===== src/rtl/efr_pkg.sv =====
`timescale 1ns / 1ps

package efr_pkg;

  localparam logic [7:0] ESC_BYTE        = 8'hFD;
  localparam logic [7:0] START_MARK      = 8'hFF;
  localparam logic [7:0] END_MARK        = 8'hFE;
  localparam logic [7:0] ESC_CODE_FF     = 8'h00;
  localparam logic [7:0] ESC_CODE_FE     = 8'h01;
  localparam logic [7:0] ESC_CODE_FD     = 8'h02;
  localparam int         MIN_RAW_LEN     = 40;
  localparam int         PAYLOAD_START   = 38;
  localparam int         LEN_LOW_INDEX   = 36;
  localparam int         LEN_HIGH_INDEX  = 37;
  localparam int         TRAILER_LEN     = 2;
  localparam int         EFR_QUEUE_DEPTH = 4;

  typedef enum logic [2:0] {
    ST_OK       = 3'd0,
    ST_SHORT    = 3'd1,
    ST_MARK     = 3'd2,
    ST_ESCAPE   = 3'd3,
    ST_CHECKSUM = 3'd4,
    ST_OVERRUN  = 3'd5
  } status_t;

  typedef struct packed {
    logic       has_payload;
    logic [7:0] payload;
    logic       has_status;
    status_t    status;
  } frame_entry_t;

endpackage


===== src/rtl/efr_in_if.sv =====
`timescale 1ns / 1ps

interface efr_in_if;
  logic       valid;
  logic       ready;
  logic [7:0] raw_byte;
  logic       frame_end;

  modport source (output valid, output raw_byte, output frame_end, input ready);
  modport sink (input valid, input raw_byte, input frame_end, output ready);
endinterface


===== src/rtl/efr_out_if.sv =====
`timescale 1ns / 1ps

interface efr_out_if;
  logic       valid;
  logic       ready;
  logic       kind;
  logic [7:0] payload_byte;
  logic [2:0] status;
  logic       last;

  modport source (output valid, output kind, output payload_byte, output status,
                  output last, input ready);
  modport sink (input valid, input kind, input payload_byte, input status,
                input last, output ready);
endinterface


===== src/rtl/escaped_frame_receiver.sv =====
`timescale 1ns / 1ps

// Port  Direction  Fields                               Handshake
// rx    sink       raw_byte[7:0], frame_end             valid/ready
// res   source     kind, payload_byte[7:0], status[2:0], last   valid/ready
//
// One raw byte is taken every cycle while the result queue has room.
// A byte is decoded in the cycle after its transfer and its results enter the queue then.
// A frame's closing byte can give a payload byte and the status, which leave in two transfers.
// The synchronous reset clears the frame state and empties the result queue.
// A stalled output fills the queue, and rx.ready falls once it cannot hold another byte.

module escaped_frame_receiver
  import efr_pkg::*;
#(
  parameter int QUEUE_DEPTH = EFR_QUEUE_DEPTH
) (
  input  logic      clk,
  input  logic      rst,
  efr_in_if.sink    rx,
  efr_out_if.source res
);

  logic         take;
  logic         busy;
  logic         entry_valid;
  frame_entry_t entry;
  logic         can_take;
  status_t      res_status;

  assign rx.ready = can_take;
  assign take     = rx.valid && can_take;

  efr_decoder u_decoder (
    .clk         (clk),
    .rst         (rst),
    .take        (take),
    .raw_byte    (rx.raw_byte),
    .frame_end   (rx.frame_end),
    .busy        (busy),
    .entry_valid (entry_valid),
    .entry       (entry)
  );

  efr_result_queue #(
    .DEPTH (QUEUE_DEPTH)
  ) u_queue (
    .clk         (clk),
    .rst         (rst),
    .push        (entry_valid),
    .push_entry  (entry),
    .inflight    (busy),
    .can_take    (can_take),
    .out_valid   (res.valid),
    .out_ready   (res.ready),
    .out_kind    (res.kind),
    .out_payload (res.payload_byte),
    .out_status  (res_status),
    .out_last    (res.last)
  );

  assign res.status = res_status;

endmodule


===== src/rtl/efr_decoder.sv =====
`timescale 1ns / 1ps

module efr_decoder
  import efr_pkg::*;
(
  input  logic         clk,
  input  logic         rst,
  input  logic         take,
  input  logic [7:0]   raw_byte,
  input  logic         frame_end,
  output logic         busy,
  output logic         entry_valid,
  output frame_entry_t entry
);

  localparam logic [5:0]  RAW_SAT    = 6'(MIN_RAW_LEN);
  localparam logic [15:0] EMIT_FIRST = 16'(PAYLOAD_START + TRAILER_LEN);
  localparam logic [15:0] IDX_LEN_LO = 16'(LEN_LOW_INDEX);
  localparam logic [15:0] IDX_LEN_HI = 16'(LEN_HIGH_INDEX);
  localparam logic [15:0] IDX_MIN    = 16'(PAYLOAD_START);
  localparam logic [16:0] LEN_EXTRA  = 17'(PAYLOAD_START + TRAILER_LEN);

  logic        s1_valid;
  logic [7:0]  s1_raw;
  logic        s1_end;

  logic        escape_pending, escape_pending_next;
  logic [5:0]  raw_count, raw_count_next;
  logic [15:0] unescaped_index, unescaped_index_next;
  logic [7:0]  running_xor, running_xor_next;
  logic [7:0]  delay_bytes [2];
  logic [7:0]  delay_bytes_next [2];
  logic [15:0] length_field, length_field_next;
  logic        start_mark_ok, start_mark_ok_next;
  logic        escape_error, escape_error_next;

  logic        have;
  logic [7:0]  ub;
  logic        emit;
  status_t     st;

  always_ff @(posedge clk) begin
    if (rst) begin
      s1_valid <= 1'b0;
    end else begin
      s1_valid <= take;
    end
    if (take) begin
      s1_raw <= raw_byte;
      s1_end <= frame_end;
    end
  end

  always_comb begin
    escape_pending_next  = escape_pending;
    raw_count_next       = raw_count;
    unescaped_index_next = unescaped_index;
    running_xor_next     = running_xor;
    delay_bytes_next[0]  = delay_bytes[0];
    delay_bytes_next[1]  = delay_bytes[1];
    length_field_next    = length_field;
    start_mark_ok_next   = start_mark_ok;
    escape_error_next    = escape_error;
    have                 = 1'b0;
    ub                   = 8'h00;
    emit                 = 1'b0;
    st                   = ST_OK;

    if (s1_valid) begin
      if (raw_count == 6'd0) begin
        start_mark_ok_next = (s1_raw == START_MARK);
      end
      if (raw_count < RAW_SAT) begin
        raw_count_next = raw_count + 6'd1;
      end

      if (escape_pending) begin
        escape_pending_next = 1'b0;
        case (s1_raw)
          ESC_CODE_FF: begin
            ub   = START_MARK;
            have = 1'b1;
          end
          ESC_CODE_FE: begin
            ub   = END_MARK;
            have = 1'b1;
          end
          ESC_CODE_FD: begin
            ub   = ESC_BYTE;
            have = 1'b1;
          end
          default: begin
            escape_error_next = 1'b1;
          end
        endcase
      end else if (s1_raw == ESC_BYTE) begin
        if (s1_end) begin
          escape_error_next = 1'b1;
        end else begin
          escape_pending_next = 1'b1;
        end
      end else begin
        ub   = s1_raw;
        have = 1'b1;
      end

      if (have) begin
        emit = (unescaped_index >= EMIT_FIRST) && (unescaped_index != 16'hFFFF) &&
               !length_field[15] && ((unescaped_index - EMIT_FIRST) < length_field);
        if (unescaped_index != 16'd0) begin
          running_xor_next = running_xor ^ ub;
        end
        if (unescaped_index == IDX_LEN_LO) begin
          length_field_next[7:0] = ub;
        end else if (unescaped_index == IDX_LEN_HI) begin
          length_field_next[15:8] = ub;
        end
        delay_bytes_next[1] = delay_bytes[0];
        delay_bytes_next[0] = ub;
        if (unescaped_index != 16'hFFFF) begin
          unescaped_index_next = unescaped_index + 16'd1;
        end
      end

      if (s1_end) begin
        if (raw_count_next < RAW_SAT) begin
          st = ST_SHORT;
        end else if (!start_mark_ok_next || (s1_raw != END_MARK)) begin
          st = ST_MARK;
        end else if (escape_error_next) begin
          st = ST_ESCAPE;
        end else if (running_xor != 8'h00) begin
          st = ST_CHECKSUM;
        end else if (unescaped_index_next < IDX_MIN) begin
          st = ST_OVERRUN;
        end else if (!length_field_next[15] &&
                     (({1'b0, length_field_next} + LEN_EXTRA) >
                      {1'b0, unescaped_index_next})) begin
          st = ST_OVERRUN;
        end else begin
          st = ST_OK;
        end
        escape_pending_next  = 1'b0;
        raw_count_next       = 6'd0;
        unescaped_index_next = 16'd0;
        running_xor_next     = 8'h00;
        delay_bytes_next[0]  = 8'h00;
        delay_bytes_next[1]  = 8'h00;
        length_field_next    = 16'd0;
        start_mark_ok_next   = 1'b0;
        escape_error_next    = 1'b0;
      end
    end
  end

  always_ff @(posedge clk) begin
    if (rst) begin
      escape_pending  <= 1'b0;
      raw_count       <= 6'd0;
      unescaped_index <= 16'd0;
      running_xor     <= 8'h00;
      delay_bytes[0]  <= 8'h00;
      delay_bytes[1]  <= 8'h00;
      length_field    <= 16'd0;
      start_mark_ok   <= 1'b0;
      escape_error    <= 1'b0;
    end else begin
      escape_pending  <= escape_pending_next;
      raw_count       <= raw_count_next;
      unescaped_index <= unescaped_index_next;
      running_xor     <= running_xor_next;
      delay_bytes[0]  <= delay_bytes_next[0];
      delay_bytes[1]  <= delay_bytes_next[1];
      length_field    <= length_field_next;
      start_mark_ok   <= start_mark_ok_next;
      escape_error    <= escape_error_next;
    end
  end

  assign busy               = s1_valid;
  assign entry_valid        = s1_valid && (emit || s1_end);
  assign entry.has_payload  = emit;
  assign entry.payload      = delay_bytes[1];
  assign entry.has_status   = s1_valid && s1_end;
  assign entry.status       = st;

  a_clear_after_end: assert property (@(posedge clk) disable iff (rst)
    (s1_valid && s1_end) |=> (raw_count == 6'd0 && unescaped_index == 16'd0 &&
                              !escape_pending && !escape_error))
    else $error("frame state not cleared after the closing byte");

  a_raw_count_sat: assert property (@(posedge clk) disable iff (rst)
    raw_count <= RAW_SAT)
    else $error("raw byte count past its saturation value");

  a_emit_in_payload: assert property (@(posedge clk) disable iff (rst)
    (entry_valid && entry.has_payload) |-> (unescaped_index >= EMIT_FIRST))
    else $error("payload byte emitted before the payload area");

endmodule


===== src/rtl/efr_result_queue.sv =====
`timescale 1ns / 1ps

module efr_result_queue
  import efr_pkg::*;
#(
  parameter int DEPTH = EFR_QUEUE_DEPTH
) (
  input  logic         clk,
  input  logic         rst,
  input  logic         push,
  input  frame_entry_t push_entry,
  input  logic         inflight,
  output logic         can_take,
  output logic         out_valid,
  input  logic         out_ready,
  output logic         out_kind,
  output logic [7:0]   out_payload,
  output status_t      out_status,
  output logic         out_last
);

  localparam int AW = (DEPTH > 1) ? $clog2(DEPTH) : 1;
  localparam int CW = $clog2(DEPTH + 1);

  frame_entry_t   entries [DEPTH];
  logic [AW-1:0]  wr_ptr, rd_ptr;
  logic [CW-1:0]  count, count_next;
  logic           payload_sent;
  frame_entry_t   head;
  logic           show_payload;
  logic           xfer;
  logic           pop;
  logic [CW:0]    fill_sum;

  assign head         = entries[rd_ptr];
  assign out_valid    = (count != '0);
  assign show_payload = head.has_payload && !payload_sent;
  assign out_kind     = !show_payload;
  assign out_payload  = show_payload ? head.payload : 8'h00;
  assign out_status   = show_payload ? ST_OK : head.status;
  assign out_last     = !show_payload;
  assign xfer         = out_valid && out_ready;
  assign pop          = xfer && (!show_payload || !head.has_status);

  assign fill_sum = {1'b0, count} + {{CW{1'b0}}, inflight};
  assign can_take = fill_sum < (CW + 1)'(DEPTH);

  always_comb begin
    count_next = count;
    if (push && !pop) begin
      count_next = count + 1'b1;
    end else if (!push && pop) begin
      count_next = count - 1'b1;
    end
  end

  always_ff @(posedge clk) begin
    if (rst) begin
      wr_ptr       <= '0;
      rd_ptr       <= '0;
      count        <= '0;
      payload_sent <= 1'b0;
    end else begin
      count <= count_next;
      if (push) begin
        wr_ptr <= (wr_ptr == AW'(DEPTH - 1)) ? '0 : wr_ptr + 1'b1;
      end
      if (pop) begin
        rd_ptr       <= (rd_ptr == AW'(DEPTH - 1)) ? '0 : rd_ptr + 1'b1;
        payload_sent <= 1'b0;
      end else if (xfer) begin
        payload_sent <= 1'b1;
      end
    end
  end

  always_ff @(posedge clk) begin
    if (push) begin
      entries[wr_ptr] <= push_entry;
    end
  end

  a_count_bound: assert property (@(posedge clk) disable iff (rst)
    count <= CW'(DEPTH))
    else $error("result queue count beyond its depth");

  a_no_overflow: assert property (@(posedge clk) disable iff (rst)
    push |-> (count < CW'(DEPTH)) || pop)
    else $error("result queue written while full");

  a_split_order: assert property (@(posedge clk) disable iff (rst)
    payload_sent |-> (out_valid && head.has_status && head.has_payload))
    else $error("split entry lost its status half");

endmodule


===== src/flat_wrapper.sv =====
// flat-port wrapper written by rule: the top's interface ports become plain ports
module escaped_frame_receiver_flat import efr_pkg::*;
#(
  parameter int QUEUE_DEPTH = EFR_QUEUE_DEPTH
)
  (clk, rst, rx_valid, rx_raw_byte, rx_frame_end, rx_ready, res_valid, res_kind, res_payload_byte, res_status, res_last, res_ready);
  efr_in_if rx_i ();
  efr_out_if res_i ();
  input  logic clk;
  input  logic rst;
  input wire logic [$bits(rx_i.valid)-1:0] rx_valid;
  input wire logic [$bits(rx_i.raw_byte)-1:0] rx_raw_byte;
  input wire logic [$bits(rx_i.frame_end)-1:0] rx_frame_end;
  output wire logic [$bits(rx_i.ready)-1:0] rx_ready;
  output wire logic [$bits(res_i.valid)-1:0] res_valid;
  output wire logic [$bits(res_i.kind)-1:0] res_kind;
  output wire logic [$bits(res_i.payload_byte)-1:0] res_payload_byte;
  output wire logic [$bits(res_i.status)-1:0] res_status;
  output wire logic [$bits(res_i.last)-1:0] res_last;
  input wire logic [$bits(res_i.ready)-1:0] res_ready;
  assign rx_i.valid = rx_valid;
  assign rx_i.raw_byte = rx_raw_byte;
  assign rx_i.frame_end = rx_frame_end;
  assign rx_ready = rx_i.ready;
  assign res_valid = res_i.valid;
  assign res_kind = res_i.kind;
  assign res_payload_byte = res_i.payload_byte;
  assign res_status = res_i.status;
  assign res_last = res_i.last;
  assign res_i.ready = res_ready;
  escaped_frame_receiver #(.QUEUE_DEPTH(QUEUE_DEPTH)) u_core (.clk(clk), .rst(rst), .rx(rx_i), .res(res_i));
endmodule

===== config.mk =====
export PLATFORM = sky130hd
export DESIGN_NAME = escaped_frame_receiver_flat
export DESIGN_NICKNAME = d
export VERILOG_FILES = /design/src/rtl/efr_pkg.sv /design/src/rtl/efr_in_if.sv /design/src/rtl/efr_out_if.sv /design/src/rtl/escaped_frame_receiver.sv /design/src/rtl/efr_decoder.sv /design/src/rtl/efr_result_queue.sv /design/src/flat_wrapper.sv
export SDC_FILE = /design/constraint.sdc
export NUM_CORES = 1
export LEC_CHECK = 0
export ABC_AREA = 1
export BUFFER_PORTS_ARGS = -buffer_cell sky130_fd_sc_hd__buf_4
export CAP_MARGIN = 40
export CORE_MARGIN = 5
export CORE_UTILIZATION = 63
export DETAILED_ROUTE_END_ITERATION = 10
export GPL_TIMING_DRIVEN = 0
export PLACE_DENSITY = 0.8
export SYNTH_ARGS = -nofsm -noshare
export SYNTH_HDL_FRONTEND = slang
export SYNTH_SLANG_ARGS = --single-unit

===== constraint.sdc =====
create_clock -name clk -period 4.12 [get_ports clk]
set_input_delay 0.206 -clock clk [delete_from_list [all_inputs] [get_ports clk]]
set_output_delay 0.206 -clock clk [all_outputs]
set_load 0.01 [all_outputs]

### Word-level counts from Yosys, hierarchy flattened

Memory sizes are Yosys's and may differ from the RTL's. A register that Yosys moved wholly into a read port is not among the register bits.
Cells that the tools add are included.
W data, S select, Z words.

| storage, ports and cells | value |
|---|---|
| register bits after elaboration | 67 |
| bits in writable memories | 68 |
| bits of input ports | 13 |
| logic and storage cells | 143 |
| output and inout port bits | 15 |
| memories kept | 2 |

| operators by class | value |
|---|---|
| $lt $le $gt $ge | 7 |
| reductions and logical operators | 34 |
| bitwise operators | 3 |
| equality and inequality tests | 10 |
| add/sub/neg operators | 9 |
| multiplexer cells | 64 |

Memories:

| memory | depth | width | rd ports | clocked after Yosys merged registers in | wr ports | RTL line | RTL |
|---|---|---|---|---|---|---|---|
| u_core.u_queue.entries | 4 | 13 | 1 | 1 | 1 | efr_result_queue.sv:25 | `frame_entry_t entries [DEPTH];` |
| u_core.u_decoder.delay_bytes | 2 | 8 | 2 | 0 | 2 | efr_decoder.sv:31 | `logic [7:0] delay_bytes [2];` |

Operators by type and width:

| operator | number |
|---|---|
| $mux W16 | 10 |
| $mux W8 | 12 |
| $mux W3 | 11 |
| $eq A16 B6 Y1 const B | 2 |
| $pmux W8 S3 | 1 |
| $mux W1 | 23 |
| $mux W6 | 3 |
| $add A16 B6 Y17 const B | 1 |
| $gt A17 B16 Y1 | 1 |
| $add A16 B1 Y16 const B | 1 |
| $eq A8 B8 Y1 const B | 2 |
| $ge A16 B6 Y1 const B | 1 |
| $lt A16 B16 Y1 | 1 |
| $lt A16 B6 Y1 const B | 1 |
| $ne A16 B16 Y1 const B | 1 |
| $reduce_bool A16 Y1 | 1 |
| $sub A16 B6 Y16 const B | 1 |
| $logic_and A1 B1 Y1 | 12 |
| $lt A6 B6 Y1 const B | 2 |
| $eq A8 B1 Y1 const B | 1 |
| $eq A8 B2 Y1 const B | 1 |
| $logic_not A1 Y1 | 8 |
| $logic_not A8 Y1 | 1 |
| $mux W2 | 4 |
| 18 further kinds | 25 |

### Logic depth before layout (Yosys ltp)

Gate-level depths: netlist of run 1.

| logic depth | value |
|---|---|
| depth after elaboration | 19 |
| gate-level depth with buffers | 33 |
| gate-level depth less buffers | 32 |

### Hierarchy

Synthesis of run 1 repeated with hierarchy kept, for this count alone.

| second synthesis, totals | value |
|---|---|
| cells, all modules | 1058 |
| area, all modules | 8119.0 µm² |

By module, submodules not included:

| module | sequential area each (µm²) | instances | area an instance (µm²) | cells each |
|---|---|---|---|---|
| efr_decoder | 1591.5 | 1 | 5496.5 | 826 |
| efr_result_queue | 1761.7 | 1 | 2615.0 | 230 |
| escaped_frame_receiver | 0.0 | 1 | 7.5 | 2 |

### Worst setup path before layout of run 1

No wires, ideal clock.

| path | value |
|---|---|
| kind | reg2reg |
| from | register u_core.u_decoder.s1_raw[5] |
| to | memory u_core.u_queue.entries[0][0] (netlist bit), data pin |
| arrival | 3.293 ns |
| library setup time | 0.270 ns |
| clock period less this slack | 3.563 ns |
| path slack | 0.557 ns |
| path buffers | 1 |
| stages on the path, launching flop included | 29 |
| required time | 3.850 ns |
| cell sequence | edfxtp_1 nor2_1 nand2_1 nor2_1 nor2_2 nand2_2 nand2_4 nor2_4 buf_6 o21ai_0 inv_1 ha_1 inv_1 a21oi_4 nand4_2 nor2_2 nand3_1 nand2_1 nand2_1 ha_1 nand3_1 nor4b_1 a21oi_1 nand2_1 nand2_1 nand2_1 nand2_1 nand2_1 a21oi_1 |

RTL lines:

| item | RTL line | RTL |
|---|---|---|
| start: declaration | efr_decoder.sv:24 | `logic [7:0] s1_raw;` |
| start signal: assignment | efr_decoder.sv:49 | `s1_raw <= raw_byte;` |
| end: declaration | efr_result_queue.sv:25 |  |

==> results.py, run 1 <==
metrics = {
    "clocking": {
        "cts_root_buffer": "clkbuf_16",
        "cts_tree": "yes",
        "h-tree-depth": 4,
        "numCtsBuffers": 17,
        "cts_sinks": 137,
        "clockBufferDepth": 2,
        "path_clk_slew_ps": 60,
        "clk_latency_ps": 440,
    },
    "placement": {
        "place_congestion": 0.982,
        "dp_hpwl_microns": 14400,
        "placed_cells": 1233,
        "port_buffers": 27,
    },
    "sta": {
        "setup_ws_ps": -5.37,
        "post-route-period-util_pct": 100,
        "fin_crit_ps": 4130,
        "skew_ps": 12.7,
        "finalMaxSlewViolations": 0,
        "rsz0062_at_grt": "yes",
        "setup_viol_count_final": 4,
        "final_hold_viol_count": 0,
        "tightest_slew_ps": 768,
        "timing.fmax_mhz": 242,
        "relSlewSlack_pct": 48.8,
    },
    "min_path": {
        "hold_class": "input port to flip-flop",
    },
    "synth": {
        "netlist_instances": 1029,
        "syn_area_sq_um": 7910,
        "ys_async_sr_fraction_pct": 0,
        "synth_area_leader_cell": "edfxtp_1",
        "synth.top_cell.area_share_pct": 23.2,
        "synth.distinct_cells": 49,
        "yosys-top-cells-area": "edfxtp_1, dfxtp_1, nand2_1",
        "synth-edff-count": 61,
        "synth_seq_area_share_pct": 42.4,
        "yosys_register_bits": 137,
        "synth_area_per_cell_sq_um": 7.69,
        "ys_warn_count": 0,
        "syn-num-nets": 1088,
        "ys.flop_type": "dfxtp_1",
    },
    "die": {
        "die_w_microns": 122,
        "fp.coreArea_sq_um": 12500,
        "io_pins": 28,
        "start_util_pct": 63.5,
        "die_y_microns": 122,
        "die_area_sq_um": 14900,
        "placementRows": 41,
    },
    "detailed_routing": {
        "vias_per_cell": 5.77,
        "vias": 7526,
        "routed_wl_microns": 22400,
        "drc_errors": 0,
        "wl_per_cell_microns": 17.1,
        "firstDrtPassIters": 7,
        "drtAntennaViolNets": 0,
        "drt_iter0_drc": 887,
    },
    "power": {
        "power_leakage_nw": 3.84,
        "peakVddDrop_v": 0.000244,
        "power_mw": 4.04,
        "cellPowerDensity_nw_per_um2": 428,
    },
    "critical_path": {
        "cp_max_fo": 5,
        "critPathRequiredTime_ps": 4290,
        "crit_path_start_kind": "flip-flop",
        "cp_data_arrival_time_ps": 4300,
        "crit_type": "flip-flop to flip-flop",
        "crit_path_end_kind": "flip-flop",
    },
    "final_layout": {
        "seqCellArea_sq_um": 3360,
        "final_cell_mix": "nand2_1, inv_1, nor2_1",
        "multi_input_area_sq_um": 4060,
        "n_antenna_cell": 0,
        "area_growth_pct": 19.5,
        "drive_above_1_share_pct": 15.5,
        "nets": 1179,
        "layout_commonest_cell": "nand2_1",
        "fill_cells": 862,
        "fin_cells": 1305,
    },
    "global_routing": {
        "grt_overflow": 0,
        "grt_max_degree": 17,
        "track_usage_pct": 28.7,
        "grt_pass1_vias": 6685,
        "grt_pass1_wl_microns": 33100,
        "antenna_found_initial": 0,
    },
    "status": {
        "status": "finished with violations",
        "violations": "negative setup slack",
    },
    "run": {
        "drv_cap": 0,
    },
}
==> repair_timing <==
item | CTS | global route
endpoints found under the hold margin | 9 | 0
resized for setup | 6 | 51
hold buffers | 9 | 0
pin swaps | 2 | 27
cloned | 0 | 0
endpoints found under the setup margin | 4 | 43
buffers inserted | 4 | 27
==> layer usage <==
| layer | global-route usage (%) | share of wire, % | vias up |
|---|---|---|---|
| met5 | 0 | 0 | - |
| met4 | 13.0 | 5.6 | 0 |
| met3 | 6.04 | 8.3 | 137 |
| met2 | 49.5 | 48 | 426 |
| met1 | 34.4 | 38 | 3398 |
| li1 | - | - | 3565 |
==> report_power, final <==
group | switching [mW] | total [mW] | leakage, nW | internal (mW)
sequential | 0.0655 | 1.58 | 1.18 | 1.51
clock | 0.595 | 1.44 | 0.262 | 0.844
combinational | 0.652 | 1.03 | 2.40 | 0.378
total | 1.31 | 4.04 | 3.84 | 2.73
==> cells in the mapped netlist (2+ instances only) <==
master and count:
nor2_1 126, o21ai_2 7, o22ai_1 11, xor2_1 23, nor2_4 2, nor3b_1 2
a21oi_1 88, nand2_1 239, nor4_1 4, a211oi_1 5, nor3_1 14, ha_1 45
buf_4 3, nand4_1 20, o21a_1 3, buf_2 5, nand4_2 2, buf_6 3
clkinv_1 2, o21ai_1 3, edfxtp_1 61, xnor2_1 5, inv_1 126, nor2_2 7
inv_2 5, clkbuf_1 21, o21ai_0 53, dfxtp_1 76, nand3_1 41, and2_1 2
buf_1 3, nor3_4 2, nand3_2 3, o211ai_1 2
==> sequential cells by signal, indices dropped and copies added (netlist names), named ones only <==
signal	cells
u_core.u_queue.count	3
u_core.u_decoder.unescaped_index	16
u_core.u_queue.payload_sent	1
u_core.u_queue.rd_ptr	2
u_core.u_decoder.start_mark_ok	1
u_core.u_queue.entries	52
u_core.u_decoder.s1_end	1
u_core.u_decoder.raw_count	6
u_core.u_decoder.s1_raw	8
u_core.u_queue.wr_ptr	2
u_core.u_decoder.escape_pending	1
u_core.u_decoder.length_field	16
u_core.u_decoder.delay_bytes	16
u_core.u_decoder.running_xor	8
u_core.u_decoder.busy	1
u_core.u_decoder.escape_error	1
==> metrics by stage <==
| stage | cell area (sq um) | worst slack, ps | util [%] | hold WS [ps] | TNS, ps |
|---|---|---|---|---|---|
| after floorplan | 7910 | 557 | - | 305 | 0 |
| after global placement | 8330 | -162 | 66.8 | 384 | -6410 |
| after detailed placement | 8370 | -37.6 | 67.2 | 386 | -150 |
| after CTS | 9060 | 19.9 | 72.7 | 58.3 | 0 |
| after global routing | 9450 | -211 | 75.8 | 80.4 | -1540 |
| final | 9450 | -5.37 | 75.8 | 54.7 | -20.1 |
==> cell families (layout without fill, tap and decap cells) <==
| logic type | Yosys count | in the layout | share of synthesized area, % |
|---|---|---|---|
| and+or+nand+nor | 470 | 470 | 25.8 |
| buffers and inverters | 168 | 272 | 8.48 |
| adders and majority gates | 46 | 46 | 7.37 |
| xor gates and xnor gates | 28 | 28 | 3.10 |
| DFF | 137 | 137 | 42.4 |
| AOI/OAI and AO/OA | 180 | 180 | 12.9 |
==> path summary, 6_finish.rpt <==
path,from,to,slack (ps),depth (start not counted)
max,u_core.u_decoder.s1_raw[4],u_core.u_queue.entries[0][0],-5,27
min,rx_valid,u_core.u_decoder.busy,50,3
max reg2reg,u_core.u_decoder.s1_raw[4],u_core.u_queue.entries[0][0],-5,27
min reg2reg,u_core.u_decoder.delay_bytes[0][2],u_core.u_decoder.delay_bytes[0][2],460,2
==> cell type report <==
type,instances,share of cell area (%)
plain buffers,35,1.88
clock buffers,21,4.77
flip-flops and latches,137,35.6
repair buffers,72,6.21
multi-input cells,724,43.0
well taps,172,2.28
inverters,133,5.31
clock inverters,11,1.05
==> worst max-delay path: stages (launching register included) <==
cell	delay, ps
edfxtp_1	440
nor2_2	210
nand2_1	100
nor2_2	170
nor2_4	70
nand2_2	110
nand2_4	90
nor2_4	150
buf_6	150
o21ai_2	90
inv_2	100
ha_4	140
inv_2	40
a21oi_4	190
buf_6	130
nand3_1	70
xnor2_1	140
ha_2	330
nand2_1	80
nor3_2	150
nor4b_2	270
a21oi_1	140
nand2_2	170
nand2_2	70
nand2_1	60
nand2_1	40
nand2_1	70
a21oi_2	70
Power figures use the tool's default switching activity.
==> run 2, diff against run 1 <==
--- a/config.mk
+++ b/config.mk
@@ -6,7 +6,7 @@
 export NUM_CORES = 1
 export LEC_CHECK = 0
 export ABC_AREA = 1
-export BUFFER_PORTS_ARGS = -buffer_cell sky130_fd_sc_hd__buf_4
+export BUFFER_PORTS_ARGS = -buffer_cell sky130_fd_sc_hd__buf_2
 export CAP_MARGIN = 40
 export CORE_MARGIN = 5
 export CORE_UTILIZATION = 63
==> results.py, run 2 (synthesized netlist as in run 1, its figures left out) <==
metrics = {
    "status": {
        "status": "complete, no violations",
    },
    "power": {
        "internal_power_mw": 2.73,
        "peakVddDrop_v": 0.000210,
        "power_leakage_nw": 3.79,
        "power_frac_seq_pct": 39.0,
        "cellPowerDensity_nw_per_um2": 434,
        "p_comb_share_pct": 23.6,
        "switching_share_pct": 32.3,
        "clkPwrFrac_pct": 37.4,
        "p_sw_mw": 1.30,
        "power_mw": 4.03,
    },
    "critical_path": {
        "max_stage_delay_ps": 430,
        "r2r-start": "u_core.u_decoder.s1_raw[4]",
        "cp_data_arrival_time_ps": 4240,
        "slowest_stage": "edfxtp_1",
        "critPathRequiredTime_ps": 4380,
        "crit_type": "flip-flop to flip-flop",
        "crit_path_start_kind": "flip-flop",
        "crit_path_end_kind": "flip-flop",
        "crit-reg2reg-capture": "u_core.u_queue.entries[3][0]",
        "ff2ff_setup_slack_ps": 140,
        "r2r_cells": 31,
        "cp_max_fo": 6,
        "cpMostUsedCell": "nand2_1",
    },
    "detailed_routing": {
        "routed_wl_microns": 20900,
        "wl_per_cell_microns": 16.1,
        "firstDrtPassIters": 6,
        "drt_iter0_drc": 786,
        "drc_errors": 0,
        "vias": 7176,
        "vias_per_cell": 5.55,
        "drtAntennaViolNets": 0,
    },
    "final_layout": {
        "nets": 1166,
        "layout_commonest_cell": "nand2_1",
        "final_cell_mix": "nand2_1, inv_1, nor2_1",
        "regMostFlops": "u_core.u_queue.entries",
        "fill_cells": 921,
        "multi_input_area_sq_um": 4050,
        "area_growth_pct": 17.5,
        "seqCellArea_sq_um": 3360,
        "largest_reg_flops": 52,
        "fin_cells": 1292,
        "drive_above_1_share_pct": 14.3,
        "n_antenna_cell": 0,
    },
    "min_path": {
        "hold_class": "input port to flip-flop",
        "hold_end": "u_core.u_decoder.busy",
        "hold_depth": 3,
        "hold_path.startpoint": "rx_valid",
    },
    "sta": {
        "setup_ws_ps": 139,
        "final_hold_viol_count": 0,
        "relSlewSlack_pct": 51.3,
        "holdWs_ps": 55.8,
        "tightest_slew_ps": 730,
        "timing.fmax_mhz": 251,
        "finalMaxSlewViolations": 0,
        "tns_ps": 0,
        "fin_crit_ps": 3980,
        "setup_viol_count_final": 0,
        "post-route-period-util_pct": 96.6,
        "skew_ps": 6.76,
    },
    "global_routing": {
        "grt_pass1_vias": 6685,
        "grt_max_degree": 17,
        "antenna_found_initial": 0,
        "track_usage_pct": 28.8,
        "grt_pass1_wl_microns": 32900,
        "grt_overflow": 0,
    },
    "die": {
        "die_w_microns": 122,
        "placementRows": 41,
        "fp.coreArea_sq_um": 12500,
        "io_pins": 28,
        "die_area_sq_um": 14900,
        "start_util_pct": 63.5,
        "die_y_microns": 122,
    },
    "placement": {
        "port_buffers": 27,
        "place_congestion": 0.978,
        "dp_hpwl_microns": 14500,
        "post-place-ws_ps": -97.8,
        "placed_cells": 1233,
    },
    "run": {
        "drv_cap": 0,
    },
    "clocking": {
        "clk_latency_ps": 430,
        "cts_root_buffer": "clkbuf_16",
        "clockBufferDepth": 2,
        "cts_sinks": 137,
        "path_clk_slew_ps": 60,
        "cts_tree": "yes",
        "h-tree-depth": 4,
        "numCtsBuffers": 17,
    },
}
run 2: changes by cell type in the layout (fill, tap and decap cells not counted), moves of 2 or more:
cell      previous run  this run
inv_1              122       124
buf_6                7         3
nand2_1            234       237
inv_4                2         0
o21ai_2              9        11
a21oi_1             84        87
clkbuf_1            24        21
a21oi_2              4         1
buf_4               61        25
nand2_2              6         2
buf_2                4        31
run 2: cell type report:
type,instances,share of cell area [%]
inverter,133,5.37
multi-input combinational,724,43.6
tap,172,2.31
buffer,35,1.95
sequential,137,36.1
clock inverter,12,1.21
clock buffer,20,5.14
timing repair buffer,59,4.28
run 2: metrics by stage:
| step | instance area (sq um) | utilization [%] |
|---|---|---|
| global route | 9300 | 74.6 |
| CTS | 9010 | 72.3 |
| detailed placement | 8300 | 66.6 |
| floorplan | 7910 | - |
| finish | 9300 | 74.6 |
| global placement | 8260 | 66.3 |
run 2: layer usage:
metal  routed length (microns)  GRT usage (%)
met2                     10300           50.0
met1                      8350           34.2
met4                       848           13.6
met5                         0              0
met3                      1370           5.76
run 2: timing repair:
action / in CTS / in global routing
hold buffers: 9 / 0
endpoints found under the hold margin: 9 / 0
gates resized for setup: 6 / 44
pin swaps: 0 / 25
buffers inserted: 1 / 17
endpoints found under the setup margin: 15 / 37
run 2: power groups by stage:
stage          logic, mW  clock network, mW  registers, mW
2_1_floorplan      0.596                  0           1.58
3_3_place_gp       0.874                  0           1.60
3_5_place_dp       0.900                  0           1.60
4_1_cts            0.923               1.52           1.57
5_1_grt             1.05               1.57           1.58
6_report           0.950               1.51           1.57
run 2: how the worst max path moves through the flow:
stage                                         from                            end  cells after the start
3_5_place_dp   u_core.u_decoder.unescaped_index[3]  u_core.u_queue.entries[3][10]                     17
3_3_place_gp   u_core.u_decoder.unescaped_index[3]  u_core.u_queue.entries[3][10]                     16
5_1_grt                 u_core.u_decoder.s1_raw[4]   u_core.u_queue.entries[3][0]                     28
4_1_cts                 u_core.u_decoder.s1_raw[7]   u_core.u_queue.entries[2][0]                     28
2_1_floorplan           u_core.u_decoder.s1_raw[5]   u_core.u_queue.entries[0][0]                     28
6_report                u_core.u_decoder.s1_raw[4]   u_core.u_queue.entries[3][0]                     31
run 2: critical path, delay by kind of cell, from the launching register on:
family	cells	cell delay, ps
AO/OA/AOI/OAI	3	540
AND/OR/NAND/NOR	24	2170
adder cells (fa/ha/maj)	1	310
buffers and inverters	3	350
flip-flops	1	430
